--- config.mk ---
export PLATFORM = sky130hd
export DESIGN_NAME = hcr_ctrl
export DESIGN_NICKNAME = d
export VERILOG_FILES = /design/src/hw/rtl/harris_corner_response_top_assert.svh /design/src/hw/rtl/hcr_pkg.sv /design/src/hw/rtl/hcr_ctrl.sv
export SDC_FILE = /design/constraint.sdc
export NUM_CORES = 1
export LEC_CHECK = 0
export BUFFER_PORTS_ARGS = -buffer_cell sky130_fd_sc_hd__buf_2
export CORE_ASPECT_RATIO = 0.75
export CORE_MARGIN = 2
export CORE_UTILIZATION = 54
export CTS_BUF_LIST = sky130_fd_sc_hd__clkbuf_8
export DETAILED_ROUTE_END_ITERATION = 8
export PLACE_DENSITY = 0.81
export SLEW_MARGIN = 20
export SYNTH_ARGS = -nofsm -noshare
export SYNTH_HDL_FRONTEND = slang
export SYNTH_SLANG_ARGS = --single-unit
export TNS_END_PERCENT = 1
--- constraint.sdc ---
create_clock -name clk -period 1.86 [get_ports clk]
set_input_delay 0.279 -clock clk [delete_from_list [all_inputs] [get_ports clk]]
set_output_delay 0.279 -clock clk [all_outputs]
set_load 0.01 [all_outputs]
--- src/hw/rtl/harris_corner_response_top_assert.svh ---
// Assertion macros shared by the Harris corner response block.
`ifndef HARRIS_CORNER_RESPONSE_TOP_ASSERT_SVH
`define HARRIS_CORNER_RESPONSE_TOP_ASSERT_SVH

// Consequent checked in the same cycle as the antecedent.
`define HCR_ASSERT_NOW(lbl, ante, cons, msg) \
  lbl: assert property (@(posedge clk) disable iff (rst) (ante) |-> (cons)) else $error(msg);

// Consequent checked in the cycle after the antecedent.
`define HCR_ASSERT_NEXT(lbl, ante, cons, msg) \
  lbl: assert property (@(posedge clk) disable iff (rst) (ante) |=> (cons)) else $error(msg);

`endif

--- src/hw/rtl/hcr_pkg.sv ---
// Types, constants and helper functions shared by the Harris corner response block.
package hcr_pkg;

  localparam int MAX_WIDTH = 1024;
  localparam int RING_ROWS = 16;
  localparam int COL_BITS  = $clog2(MAX_WIDTH);
  localparam int RING_BITS = $clog2(RING_ROWS);
  localparam int GREY_AW   = COL_BITS + RING_BITS;
  localparam int GREY_DEPTH = RING_ROWS * MAX_WIDTH;

  localparam logic [0:0] OP_PIXEL = 1'b0;
  localparam logic [0:0] OP_DRAIN = 1'b1;

  localparam logic [1:0] REG_K      = 2'd0;
  localparam logic [1:0] REG_WIDTH  = 2'd1;
  localparam logic [1:0] REG_HEIGHT = 2'd2;

  localparam logic [15:0] K_RESET      = 16'd2621;
  localparam logic [10:0] WIDTH_RESET  = 11'd640;
  localparam logic [11:0] HEIGHT_RESET = 12'd480;

  localparam logic [14:0] WT_CORNER = 15'd2916;
  localparam logic [14:0] WT_EDGE   = 15'd7992;
  localparam logic [14:0] WT_CENTER = 15'd21904;

  // Cycles from the last product step until the response register is settled.
  localparam logic [3:0] FIN_WAIT = 4'd9;

  typedef struct packed {
    logic [0:0] operation;
    logic [7:0] blue;
    logic [7:0] green;
    logic [7:0] red;
  } pixel_t;

  typedef struct packed {
    logic [42:0] response;
    logic [11:0] row;
    logic [9:0]  column;
    logic        last;
  } result_t;

  typedef struct packed {
    logic       accept;
    logic       cfg_write;
    logic       rd_en;
    logic       rd_first;
    logic       rd_last;
    logic [2:0] wr;
    logic [2:0] wc;
    logic [1:0] ta;
    logic [1:0] tb;
    logic       prod_en;
    logic       prod_first;
    logic [1:0] pa;
    logic [1:0] pb;
    logic       emit;
  } cmd_t;

  typedef struct packed {
    logic ready;
    logic out_free;
  } sts_t;

  // Weight of a 3x3 Gaussian tap, product of the two 1-D taps 54/148/54.
  function automatic logic [14:0] gauss_wt(input logic [1:0] a, input logic [1:0] b);
    logic ca;
    logic cb;
    ca = (a == 2'd1);
    cb = (b == 2'd1);
    if (ca && cb) begin
      return WT_CENTER;
    end else if (ca || cb) begin
      return WT_EDGE;
    end else begin
      return WT_CORNER;
    end
  endfunction

endpackage

--- src/hw/rtl/hcr_ctrl.sv ---
// Controller state machine that sequences the smoothing, product and response steps.
module hcr_ctrl (
  input  logic          clk,
  input  logic          rst,
  input  logic          pixel_valid,
  input  logic          cfg_valid,
  input  hcr_pkg::sts_t sts,
  output logic          pixel_ready,
  output logic          cfg_ready,
  output hcr_pkg::cmd_t cmd
);
  import hcr_pkg::*;

  localparam logic [2:0] S_IDLE   = 3'd0;
  localparam logic [2:0] S_CHECK  = 3'd1;
  localparam logic [2:0] S_SMOOTH = 3'd2;
  localparam logic [2:0] S_GAP    = 3'd3;
  localparam logic [2:0] S_PROD   = 3'd4;
  localparam logic [2:0] S_FINAL  = 3'd5;
  localparam logic [2:0] S_EMIT   = 3'd6;

  logic [2:0] state;
  logic [2:0] state_next;
  logic [2:0] wr;
  logic [2:0] wc;
  logic [1:0] ta;
  logic [1:0] tb;
  logic [1:0] pa;
  logic [1:0] pb;
  logic [3:0] cnt;
  logic       smooth_last;
  logic       prod_last;

  assign smooth_last = (wr == 3'd4) && (wc == 3'd4) && (ta == 2'd2) && (tb == 2'd2);
  assign prod_last   = (pa == 2'd2) && (pb == 2'd2);

  assign cfg_ready   = (state == S_IDLE);
  assign pixel_ready = (state == S_IDLE) && !cfg_valid;

  always_comb begin
    state_next = state;
    unique case (state)
      S_IDLE: begin
        if (!cfg_valid && pixel_valid) begin
          state_next = S_CHECK;
        end
      end
      S_CHECK: begin
        state_next = sts.ready ? S_SMOOTH : S_IDLE;
      end
      S_SMOOTH: begin
        if (smooth_last) begin
          state_next = S_GAP;
        end
      end
      S_GAP: begin
        state_next = S_PROD;
      end
      S_PROD: begin
        if (prod_last) begin
          state_next = S_FINAL;
        end
      end
      S_FINAL: begin
        if (cnt == FIN_WAIT - 4'd1) begin
          state_next = S_EMIT;
        end
      end
      S_EMIT: begin
        if (sts.out_free) begin
          state_next = S_IDLE;
        end
      end
      default: begin
        state_next = S_IDLE;
      end
    endcase
  end

  always_ff @(posedge clk) begin
    if (rst) begin
      state <= S_IDLE;
      wr    <= '0;
      wc    <= '0;
      ta    <= '0;
      tb    <= '0;
      pa    <= '0;
      pb    <= '0;
      cnt   <= '0;
    end else begin
      state <= state_next;
      if (state == S_CHECK) begin
        wr <= '0;
        wc <= '0;
        ta <= '0;
        tb <= '0;
      end else if (state == S_SMOOTH) begin
        if (tb == 2'd2) begin
          tb <= '0;
          if (ta == 2'd2) begin
            ta <= '0;
            if (wc == 3'd4) begin
              wc <= '0;
              wr <= wr + 3'd1;
            end else begin
              wc <= wc + 3'd1;
            end
          end else begin
            ta <= ta + 2'd1;
          end
        end else begin
          tb <= tb + 2'd1;
        end
      end
      if (state == S_GAP) begin
        pa <= '0;
        pb <= '0;
      end else if (state == S_PROD) begin
        if (pb == 2'd2) begin
          pb <= '0;
          pa <= pa + 2'd1;
        end else begin
          pb <= pb + 2'd1;
        end
      end
      if (state == S_FINAL) begin
        cnt <= cnt + 4'd1;
      end else begin
        cnt <= '0;
      end
    end
  end

  always_comb begin
    cmd            = '0;
    cmd.accept     = pixel_valid && pixel_ready;
    cmd.cfg_write  = cfg_valid && cfg_ready;
    cmd.rd_en      = (state == S_SMOOTH);
    cmd.rd_first   = (ta == 2'd0) && (tb == 2'd0);
    cmd.rd_last    = (ta == 2'd2) && (tb == 2'd2);
    cmd.wr         = wr;
    cmd.wc         = wc;
    cmd.ta         = ta;
    cmd.tb         = tb;
    cmd.prod_en    = (state == S_PROD);
    cmd.prod_first = (pa == 2'd0) && (pb == 2'd0);
    cmd.pa         = pa;
    cmd.pb         = pb;
    cmd.emit       = (state == S_EMIT) && sts.out_free;
  end

endmodule

* Yosys cells after proc, flatten, opt, wreduce, memory -nomap -nowiden
Cells that the tools add are included.
Widths: inputs -> output; s select.
** Word-level totals
- Bits in registers :: 21
- Input port bits :: 6
- Output and inout port bits :: 24
- Word-level logic and storage cells :: 71
** Operators by class
- Add/subtract/negate cells :: 7
- Eq/ne operators :: 18
- Multiplexer cells :: 11
- Bitwise logic cells :: 1
- Reductions and logical operators :: 26
** Operators with widths (count)
- $pmux 3 s7 :: 1
- $mux 3 :: 6
- $eq 3x3->1 const B :: 5
- $logic_and 1x1->1 :: 12
- $add 2x1->2 const B :: 4
- $eq 2x2->1 const B :: 4
- $logic_not 2->1 :: 4
- $mux 2 :: 4
- $add 3x1->3 const B :: 2
- $eq 3x2->1 const B :: 2
- $ne 2x1->1 const B :: 3
- $reduce_or 2->1 :: 3
- $reduce_and 5->1 :: 1
- $add 4x1->4 const B :: 1
- $eq 4x4->1 const B :: 1
- $ne 2x2->1 const B :: 2
- $reduce_and 2->1 :: 2
- $reduce_and 4->1 :: 1
- $eq 3x1->1 const B :: 1
- $logic_not 3->1 :: 1
- $reduce_and 3->1 :: 1
- $logic_not 1->1 :: 1
- $not 1->1 :: 1

* Logic depth before layout (Yosys ltp)
Gate-level depths: netlist (run 1).
- Word-level depth :: 6
- Mapped depth :: 5
- Mapped depth without buffers :: 5

* Least setup slack after synthesis (run 1)
OpenSTA, ideal clock, no wires.
- Kind :: register to register
- From :: register state[1]
- To :: register wr[0]
- Library setup time :: 71 ps
- Arrival :: 1451 ps
- Required time :: 1789 ps
- Path slack :: 338 ps
- Cell stages (with the launch flop) :: 5
- Buffers on the path :: 1
- Clock period less this slack :: 1522 ps
- Path through :: dfxtp_1 -> or3b_1 -> clkbuf_2 -> or4_1 -> a21oi_1
** On the way
- Word-level cells in the longest chain between the ends :: 2
- Elaborated cells between the ends (all ways) :: 4
- Classes of those cells :: 2 x eq/ne; 2 x reduce/logical
** RTL lines
- start, declared :: RTL line hcr_ctrl.sv:22 : logic [2:0] state;
- start signal, assigned :: RTL line hcr_ctrl.sv:91 : state <= state_next;
- $eq 3x2->1 / $eq 3x1->1 (equally long branches) :: RTL line hcr_ctrl.sv:97, hcr_ctrl.sv:92
- $reduce_and 4->1 (no line) / $reduce_or 2->1 (equally long branches)
- end signal, assigned :: RTL line hcr_ctrl.sv:104 : wr <= wr + 3'd1;
- end, declared :: RTL line hcr_ctrl.sv:24 : logic [2:0] wr;
Parallel ways exist; a longest one is shown, timed or not.
A chain may end at the register's enable or synchronous reset.

==> results.yml, run 1 <==
sta:
  rsz0062_at_grt: "no"
  final_hold_viol_count: 0
  whs_ns: 0.234
  finClkSkew_ns: 0.00363
  layout_setup_ws_ns: 0.0898
  drv_slew: 0
  setup_viol: 0
  fin_tns_setup_ns: 0
  slew_headroom: 0.741
  period_minus_slack_ns: 1.77
  worst_pin_slew_ns: 0.386
  period_share: 0.952
  max_clock_freq_ghz: 0.565
drt:
  top_layer_used: "met3"
  avgRoutedWirePerCell_um: 13.0
  drt_iter0_markers: 27
  drc: 0
  ant_nets: 0
  dr_wl_met2_um: 1270
  firstDrtPassIters: 5
  wl_met1_um: 1160
  wl_um: 2540
  vias: 1100
  routed-wl-met3_um: 108
  via_per_inst: 5.64
logic_synthesis:
  synth-edff-count: 0
  netlist-cell-type-count: 34
  synth_warnings: 0
  async_flop_share: 0
  synthFlopType: "dfxtp_1"
  ys_seq_elements: 21
  syn_nets: 155
  syn_area_per_cell_um2: 8.19
  synth.yosys.seq_area_share: 0.364
  synthCells: 141
  synthesis.area_um2: 1150
placement:
  pre_cts_ws_ns: 0.190
  io_buffers: 29
  gp_congestion: 0.728
  dp_hpwl_um: 1860
power:
  p_switching_w: 0.000203
  p_int_w: 0.000636
  power_frac_comb: 0.097
  p_leak_nw: 0.582
  ir_drop_mv: 0.549
  sw_frac_of_total: 0.242
  pwr-share-seq: 0.544
  power.density_nw_per_um2: 605
  power.share.clock: 0.359
final_layout:
  drive_above_1_share: 0.234
  fin_nets: 186
  syn2layout_area_growth_pct: 19.9
  n_antenna_cell: 0
min_path:
  hp-class: "in -> reg"
clock_network:
  clk_path_buf_depth: 2
  clock_sinks: 21
  cts_tree: "done"
  clockRootBuffer: "clkbuf_8"
  cts_resized: 1
  cts-buffers-inserted: 3
  clk_pin_slew_ns: 0.08
  holdBufCountCts: 0
  cts-htree-levels: 1
  clk_latency_ns: 0.26
  postCtsSetupBuffers: 0
critical_path:
  cp_slowest_cell: "or3b_4"
  path_delay_family: "buffers and inverters"
  crit_arrival_ns: 1.49
  critPathLaunchType: "register"
  max_stage_delay_ns: 0.43
  worstPathRequired_ns: 1.58
  path_class: "reg -> out"
  path_max_fanout: 15
  crit_path_end_kind: "primary output"
  path_buf_inv: 3
  worstPathCellList: "buf_4, or3b_4, inv_1, buf_2"
floorplanning:
  rows: 14
  die_x_um: 57.4
  die-height_um: 44.1
  ios: 30
  die_area_um2: 2530
  core_area_um2: 2010
  initial_core_util: 0.573
grt:
  grt_max_degree: 18
  antenna_found_initial: 0
  grt_overflow_total: 0
  grtUsageTotal: 0.217
  grt_pass1_wl_um: 4230
  grt_pass1_vias: 943
status:
  outcome: "finished, final reports clean"
flow_run:
  cap_violations: 0
[cell families after synthesis]
group / share of synthesized area
buffers and inverters: 0.0661
DFF: 0.364
muxes: 0.00867
adders and majority gates: 0.0867
xor gates and xnor gates: 0.0152
and+or+nand+nor: 0.297
AOI/OAI and AO/OA: 0.163
[through the flow]
step                      instances  area (µm²)   util  power (W)
after detailed placement        191        1330  0.660   0.000546
after floorplan                 141        1150      -   0.000516
final                           195        1390  0.688   0.000839
after global routing            195        1390  0.688   0.000870
after CTS                       195        1380  0.684   0.000845
after global placement          191        1330  0.660   0.000542
[layer usage]
layer / vias up / GRT usage
met3: 0 / 0.0643
met4: 0 / 0.0465
met1: 516 / 0.265
met2: 24 / 0.382
met5: - / 0
li1: 560 / -
[power groups by stage]
| stage | sequential [W] | clock (W) | combinational [W] |
|---|---|---|---|
| after floorplan | 0.000469 | 0 | 0.0000470 |
| after global placement | 0.000467 | 0 | 0.0000757 |
| after detailed placement | 0.000467 | 0 | 0.0000794 |
| after CTS | 0.000456 | 0.000309 | 0.0000799 |
| after global routing | 0.000457 | 0.000323 | 0.0000896 |
| final | 0.000457 | 0.000301 | 0.0000811 |
[worst register-to-register path: cells and delay by family (launching register included)]
kind | cells | cell delay, ns
AND/OR/NAND/NOR | 2 | 1.00
AO/OA/AOI/OAI | 1 | 0.16
flip-flops | 1 | 0.32
[worst paths after layout]
check        cells after the start  slack [ns]        to      from
min                              2        0.23  state[2]       rst
max                              4        0.09    cmd[6]  state[2]
min reg2reg                      1        0.48    cnt[0]    cnt[0]
max reg2reg                      3        0.31     wr[1]  state[2]
[Yosys cell counts (3+ instances only)]
cell | count | area [µm²]
a21oi_1 | 15 | 75.1
clkbuf_1 | 5 | 18.8
dfxtp_1 | 21 | 420
ha_1 | 8 | 100
inv_1 | 14 | 52.6
nand2_1 | 11 | 41.3
nand2b_1 | 3 | 18.8
nand3_1 | 7 | 35.0
nand3b_1 | 6 | 45.0
nor2_1 | 5 | 18.8
nor2b_1 | 3 | 18.8
nor4_1 | 4 | 25.0
o21ai_0 | 8 | 40.0
o31ai_1 | 4 | 30.0
or4_1 | 3 | 22.5
[layout make-up]
cell class,count,area [µm²]
timing repair buffer,32,168
inverter,14,52.6
clock inverter,1,5.00
multi-input combinational,100,668
tap,24,30.0
sequential,21,420
fill,173,629
clock buffer,3,41.3
[placed cells by master, fill, tap and decap left out, types with 5 or more instances in the layout]
cell	synthesis	layout
a21oi_1	15	15
buf_2	0	29
dfxtp_1	21	21
ha_1	8	8
inv_1	14	14
nand2_1	11	11
nand3_1	7	7
nand3b_1	6	6
nor2_1	5	5
o21ai_0	8	8
[flip-flops by register name (all words and copies together) (netlist names)]
name	flops
wr	3
wc	3
cnt	4
pb	2
state	3
ta	2
pa	2
tb	2
Power figures use the tool's default switching activity.
==> run 2, diff against run 1 <==
CORE_ASPECT_RATIO = default   (was 0.75)
==> run 2 against run 1 <==
Clock power shrank 9.0%. Setup slack lost 0.014 ns. Global-route usage shrank 0.89 points. Register-to-register slack lost 0.10 ns. Cell area is the same. First-iteration DRC count shrank 37%. Die area shrank 0.15%. Cell count grew 1.5%. Critical endpoint is now cmd[19]. Largest power group unchanged.
==> results.yml, run 2 (same netlist as run 1, synthesis figures left out) <==
drt:
  dr_wl_met2_um: 1180
  top_layer_used: "met4"
  wl_um: 2380
  avgRoutedWirePerCell_um: 12.0
  drt_iter0_markers: 17
  routed-wl-met3_um: 61
  ant_nets: 0
  via_per_inst: 5.52
  firstDrtPassIters: 4
  vias: 1093
  wl_met1_um: 1120
  drc: 0
clock_network:
  clk_path_buf_depth: 2
  postCtsSetupBuffers: 0
  cts-htree-levels: 1
  clk_latency_ns: 0.25
  cts_tree: "done"
  clock_sinks: 21
  holdBufCountCts: 0
  cts-buffers-inserted: 3
  clk_pin_slew_ns: 0.07
  clockRootBuffer: "clkbuf_8"
critical_path:
  worstPathCellList: "or3b_1, inv_1, buf_2"
  crit_arrival_ns: 1.51
  worstPathRequired_ns: 1.58
  worstRegToRegCells: 3
  path_max_fanout: 17
  crit_path_end_kind: "primary output"
  critPathLaunchType: "register"
  max_stage_delay_ns: 0.57
  path_class: "reg -> out"
  cp_slowest_cell: "or3b_1"
placement:
  dp_hpwl_um: 1820
  pre_cts_ws_ns: 0.208
  gp_congestion: 0.764
  io_buffers: 29
grt:
  grt_max_degree: 18
  grt_overflow_total: 0
  antenna_found_initial: 0
  grt_pass1_wl_um: 4130
  grtUsageTotal: 0.208
  grt_pass1_vias: 963
floorplanning:
  initial_core_util: 0.583
  die_x_um: 50.2
  die-height_um: 50.2
  ios: 30
  die_area_um2: 2520
  core_area_um2: 1980
  rows: 16
sta:
  fin_tns_setup_ns: 0
  rsz0062_at_grt: "yes"
  drv_slew: 0
  worst_pin_slew_ns: 0.423
  period_minus_slack_ns: 1.78
  slew_headroom: 0.718
  final_hold_viol_count: 0
  layout_setup_ws_ns: 0.0754
  period_share: 0.959
  finClkSkew_ns: 0.00334
  max_clock_freq_ghz: 0.560
  setup_viol: 0
final_layout:
  fin_nets: 186
  drive_above_1_share: 0.222
  mostFrequentLayoutCell: "buf_2"
  syn2layout_area_growth_pct: 19.9
  n_antenna_cell: 0
  largest_reg_flops: 4
  largest-register: "cnt"
  final_cell_mix: "29 x buf_2, 21 x dfxtp_1, 15 x inv_1, 15 x a21oi_1, 11 x nand2_1"
power:
  p_leak_nw: 0.581
  power.density_nw_per_um2: 585
  ir_drop_mv: 0.438
flow_run:
  cap_violations: 0
min_path:
  whs_path_depth: 2
  hp-class: "in -> reg"
status:
  outcome: "finished, final reports clean"
[run 2: cell count changes in the layout (fill, tap and decap cells not counted)]
| cell | delta |
|---|---|
| inv_1 | +1 |
| clkinv_2 | -1 |
| or3b_1 | +1 |
| or3b_4 | -1 |
[run 2: power by group]
group	total (W)	internal, W	switching [W]
Combinational	0.0000793	0.0000324	0.0000469
Sequential	0.000457	0.000454	0.00000304
Clock	0.000274	0.000146	0.000128
Total	0.000810	0.000632	0.000178
[run 2: metal layers]
layer  track usage  vias up
li1              -      558
met1         0.266      516
met2         0.357       17
met3        0.0357        2
met4        0.0556        0
met5             0        -
[run 2: repair_timing]
action,CTS,global route
setup endpoints to repair,0,3
gates resized for setup,0,2
hold endpoints to repair,0,0
[run 2: layout make-up]
type                            instances  area, µm²
Clock buffer                            3       41.3
Timing Repair Buffer                   32        168
Clock inverter                          1       3.75
Fill cell                             163        597
Sequential cell                        21        420
Inverter                               14       52.6
Multi-Input combinational cell        100        666
Tap cell                               27       33.8
[run 2: final timing paths]
check | startpoint | end | slack (ns)
max | state[2] | cmd[19] | 0.08
min | rst | state[1] | 0.25
min reg2reg | cnt[0] | cnt[0] | 0.48
max reg2reg | state[2] | ta[1] | 0.21
[run 2: metrics by stage]
| stage | cells | power, W | hold WS, ns | cell area [µm²] | util |
|---|---|---|---|---|---|
| 2_1_floorplan | 141 | 0.000516 | 0.348 | 1150 | - |
| 3_3_place_gp | 194 | 0.000544 | 0.441 | 1330 | 0.672 |
| 3_5_place_dp | 194 | 0.000545 | 0.470 | 1330 | 0.672 |
| 4_1_cts | 198 | 0.000820 | 0.246 | 1380 | 0.695 |
| 5_1_grt | 198 | 0.000849 | 0.267 | 1390 | 0.699 |
| 6_report | 198 | 0.000810 | 0.254 | 1390 | 0.699 |
[run 2: critical path, delay by kind of cell (launching register included)]
family                 cells  cell delay, ns
AND/OR/NAND/NOR            1            0.57
buffers and inverters      2            0.38
flip-flops                 1            0.31
==> run 3, diff against run 2 <==
==> constraint.sdc (replaced) <==
create_clock -name clk -period 1.86 [get_ports clk]
set_input_delay 0.186 -clock clk [delete_from_list [all_inputs] [get_ports clk]]
set_output_delay 0.186 -clock clk [all_outputs]
set_load 0.01 [all_outputs]
==> run 3 against run 2 <==
Via count increased by 1.9%. Hold slack got worse by 0.11 ns. Register-to-register slack improved by 0.05 ns. First-iteration DRC count increased by 100%. Critical path depth increased by 1. Cell count increased by 0.51%. Cell area increased by 0.27%. Flip-flop and latch count unchanged. Routed wire length increased by 6.9%. Largest power group unchanged. Highest routed layer unchanged.
==> results.yml, run 3 (same netlist as run 1, synthesis figures left out) <==
status:
  outcome: "finished, final reports clean"
clock_network:
  cts-buffers-inserted: 3
  cts_tree: "done"
  cts-htree-levels: 1
  clockRootBuffer: "clkbuf_8"
  clk_latency_ns: 0.26
  clk_pin_slew_ns: 0.08
  postCtsSetupBuffers: 0
  clock_sinks: 21
  clk_path_buf_depth: 2
final_layout:
  final_cell_mix: "29 x buf_2, 21 x dfxtp_1, 15 x a21oi_1, 14 x inv_1, 11 x nand2_1"
  mostFrequentLayoutCell: "buf_2"
  fin_area_um2: 1390
  drive_above_1_share: 0.233
  largest-register: "cnt"
  largest_reg_flops: 4
  syn2layout_area_growth_pct: 20.3
  n_antenna_cell: 0
  final_util: 0.701
  fin_nets: 187
sta:
  finClkSkew_ns: 0.00187
  setup_viol: 0
  drv_slew: 0
  rsz0062_at_grt: "no"
  period_share: 0.954
  fin_tns_setup_ns: 0
  period_minus_slack_ns: 1.77
  worst_pin_slew_ns: 0.392
  layout_setup_ws_ns: 0.0855
  slew_headroom: 0.737
  final_hold_viol_count: 0
  max_clock_freq_ghz: 0.564
critical_path:
  timing.rr.start: "state[1]"
  r2r_setup_slack_ns: 0.26
  path_max_fanout: 10
  r2r-end: "ta[1]"
  critPathLaunchType: "register"
  crit_path_end_kind: "primary output"
  path_class: "reg -> out"
  worstPathRequired_ns: 1.67
  crit_arrival_ns: 1.59
  worstRegToRegCells: 3
flow_run:
  cap_violations: 0
floorplanning:
  initial_core_util: 0.583
  die_area_um2: 2520
  core_area_um2: 1980
  ios: 30
  die_x_um: 50.2
  die-height_um: 50.2
  rows: 16
drt:
  avgRoutedWirePerCell_um: 12.8
  drt_iter0_markers: 34
  drc: 0
  firstDrtPassIters: 4
  ant_nets: 0
  wl_um: 2550
  vias: 1114
  via_per_inst: 5.60
placement:
  dpl-instance-area_um2: 1340
  io_buffers: 29
  gp_congestion: 0.777
  pre_cts_ws_ns: 0.228
  dp_hpwl_um: 1870
grt:
  grt_overflow_total: 0
  grt_pass1_vias: 1019
  antenna_found_initial: 0
  grt_pass1_wl_um: 4280
  grtUsageTotal: 0.217
  grt_max_degree: 13
power:
  ir_drop_mv: 0.647
  power.density_nw_per_um2: 604
  p_leak_nw: 0.584
min_path:
  hp-class: "in -> reg"
  whs_path_depth: 2
  worstHoldEndpoint: "state[2]"
  hp-start: "rst"
-- run 3: cell count changes in the layout (fill, tap and decap cells not counted) --
cell,delta
buf_4,+1
clkinv_2,+1
inv_1,-1
nand4bb_1,+1
nand4bb_2,-1
or3b_1,-1
or3b_2,+1
-- run 3: through the flow --
| stage | hold WS, ns | instances | power [W] |
|---|---|---|---|
| 6_report | 0.148 | 199 | 0.000839 |
| 5_1_grt | 0.168 | 199 | 0.000869 |
| 4_1_cts | 0.137 | 199 | 0.000845 |
| 3_5_place_dp | 0.415 | 195 | 0.000548 |
| 3_3_place_gp | 0.412 | 195 | 0.000544 |
| 2_1_floorplan | 0.255 | 141 | 0.000516 |
-- run 3: power by group --
part	internal [W]	switching, W	total, W	leakage [nW]
sequential	0.000453	0.00000661	0.000460	0.169
combinational	0.0000341	0.0000454	0.0000794	0.389
clock	0.000149	0.000151	0.000300	0.0255
total	0.000636	0.000203	0.000839	0.584
-- run 3: how the worst max path moves through the flow --
stage | cells past startpoint | slack (ns) | start | to
2_1_floorplan | 4 | 0.34 | state[1] | wr[0]
3_3_place_gp | 3 | 0.32 | state[1] | wr[0]
3_5_place_dp | 3 | 0.23 | state[1] | wr[0]
4_1_cts | 4 | 0.02 | state[1] | cmd[19]
5_1_grt | 4 | 0.02 | state[1] | cmd[19]
6_report | 4 | 0.09 | state[1] | cmd[19]
-- run 3: layout make-up --
class / instances / area, µm²
inverter: 14 / 52.6
sequential: 21 / 420
clock buffer: 3 / 41.3
fill: 154 / 593
clock inverter: 1 / 5.00
tap: 27 / 33.8
multi-input combinational: 100 / 661
timing repair buffer: 33 / 175
-- run 3: timing repair --
item                                    in CTS  in global routing
endpoints found under the setup margin       0                  1
hold buffers                                 0                  0
gates resized for setup                      0                  1
-- run 3: worst max-delay path, cell delays in order, from the launching register on --
cell     delay, ns
dfxtp_1       0.41
or3b_4        0.45
buf_4         0.18
inv_1         0.13
buf_2         0.16
-- run 3: metal layers --
metal | up-vias | track usage | routed length (µm)
met1 | 527 | 0.272 | 1170
li1 | 559 | - | -
met4 | 0 | 0.0602 | 11
met5 | - | 0 | 0
met3 | 2 | 0.0357 | 100
met2 | 26 | 0.382 | 1260
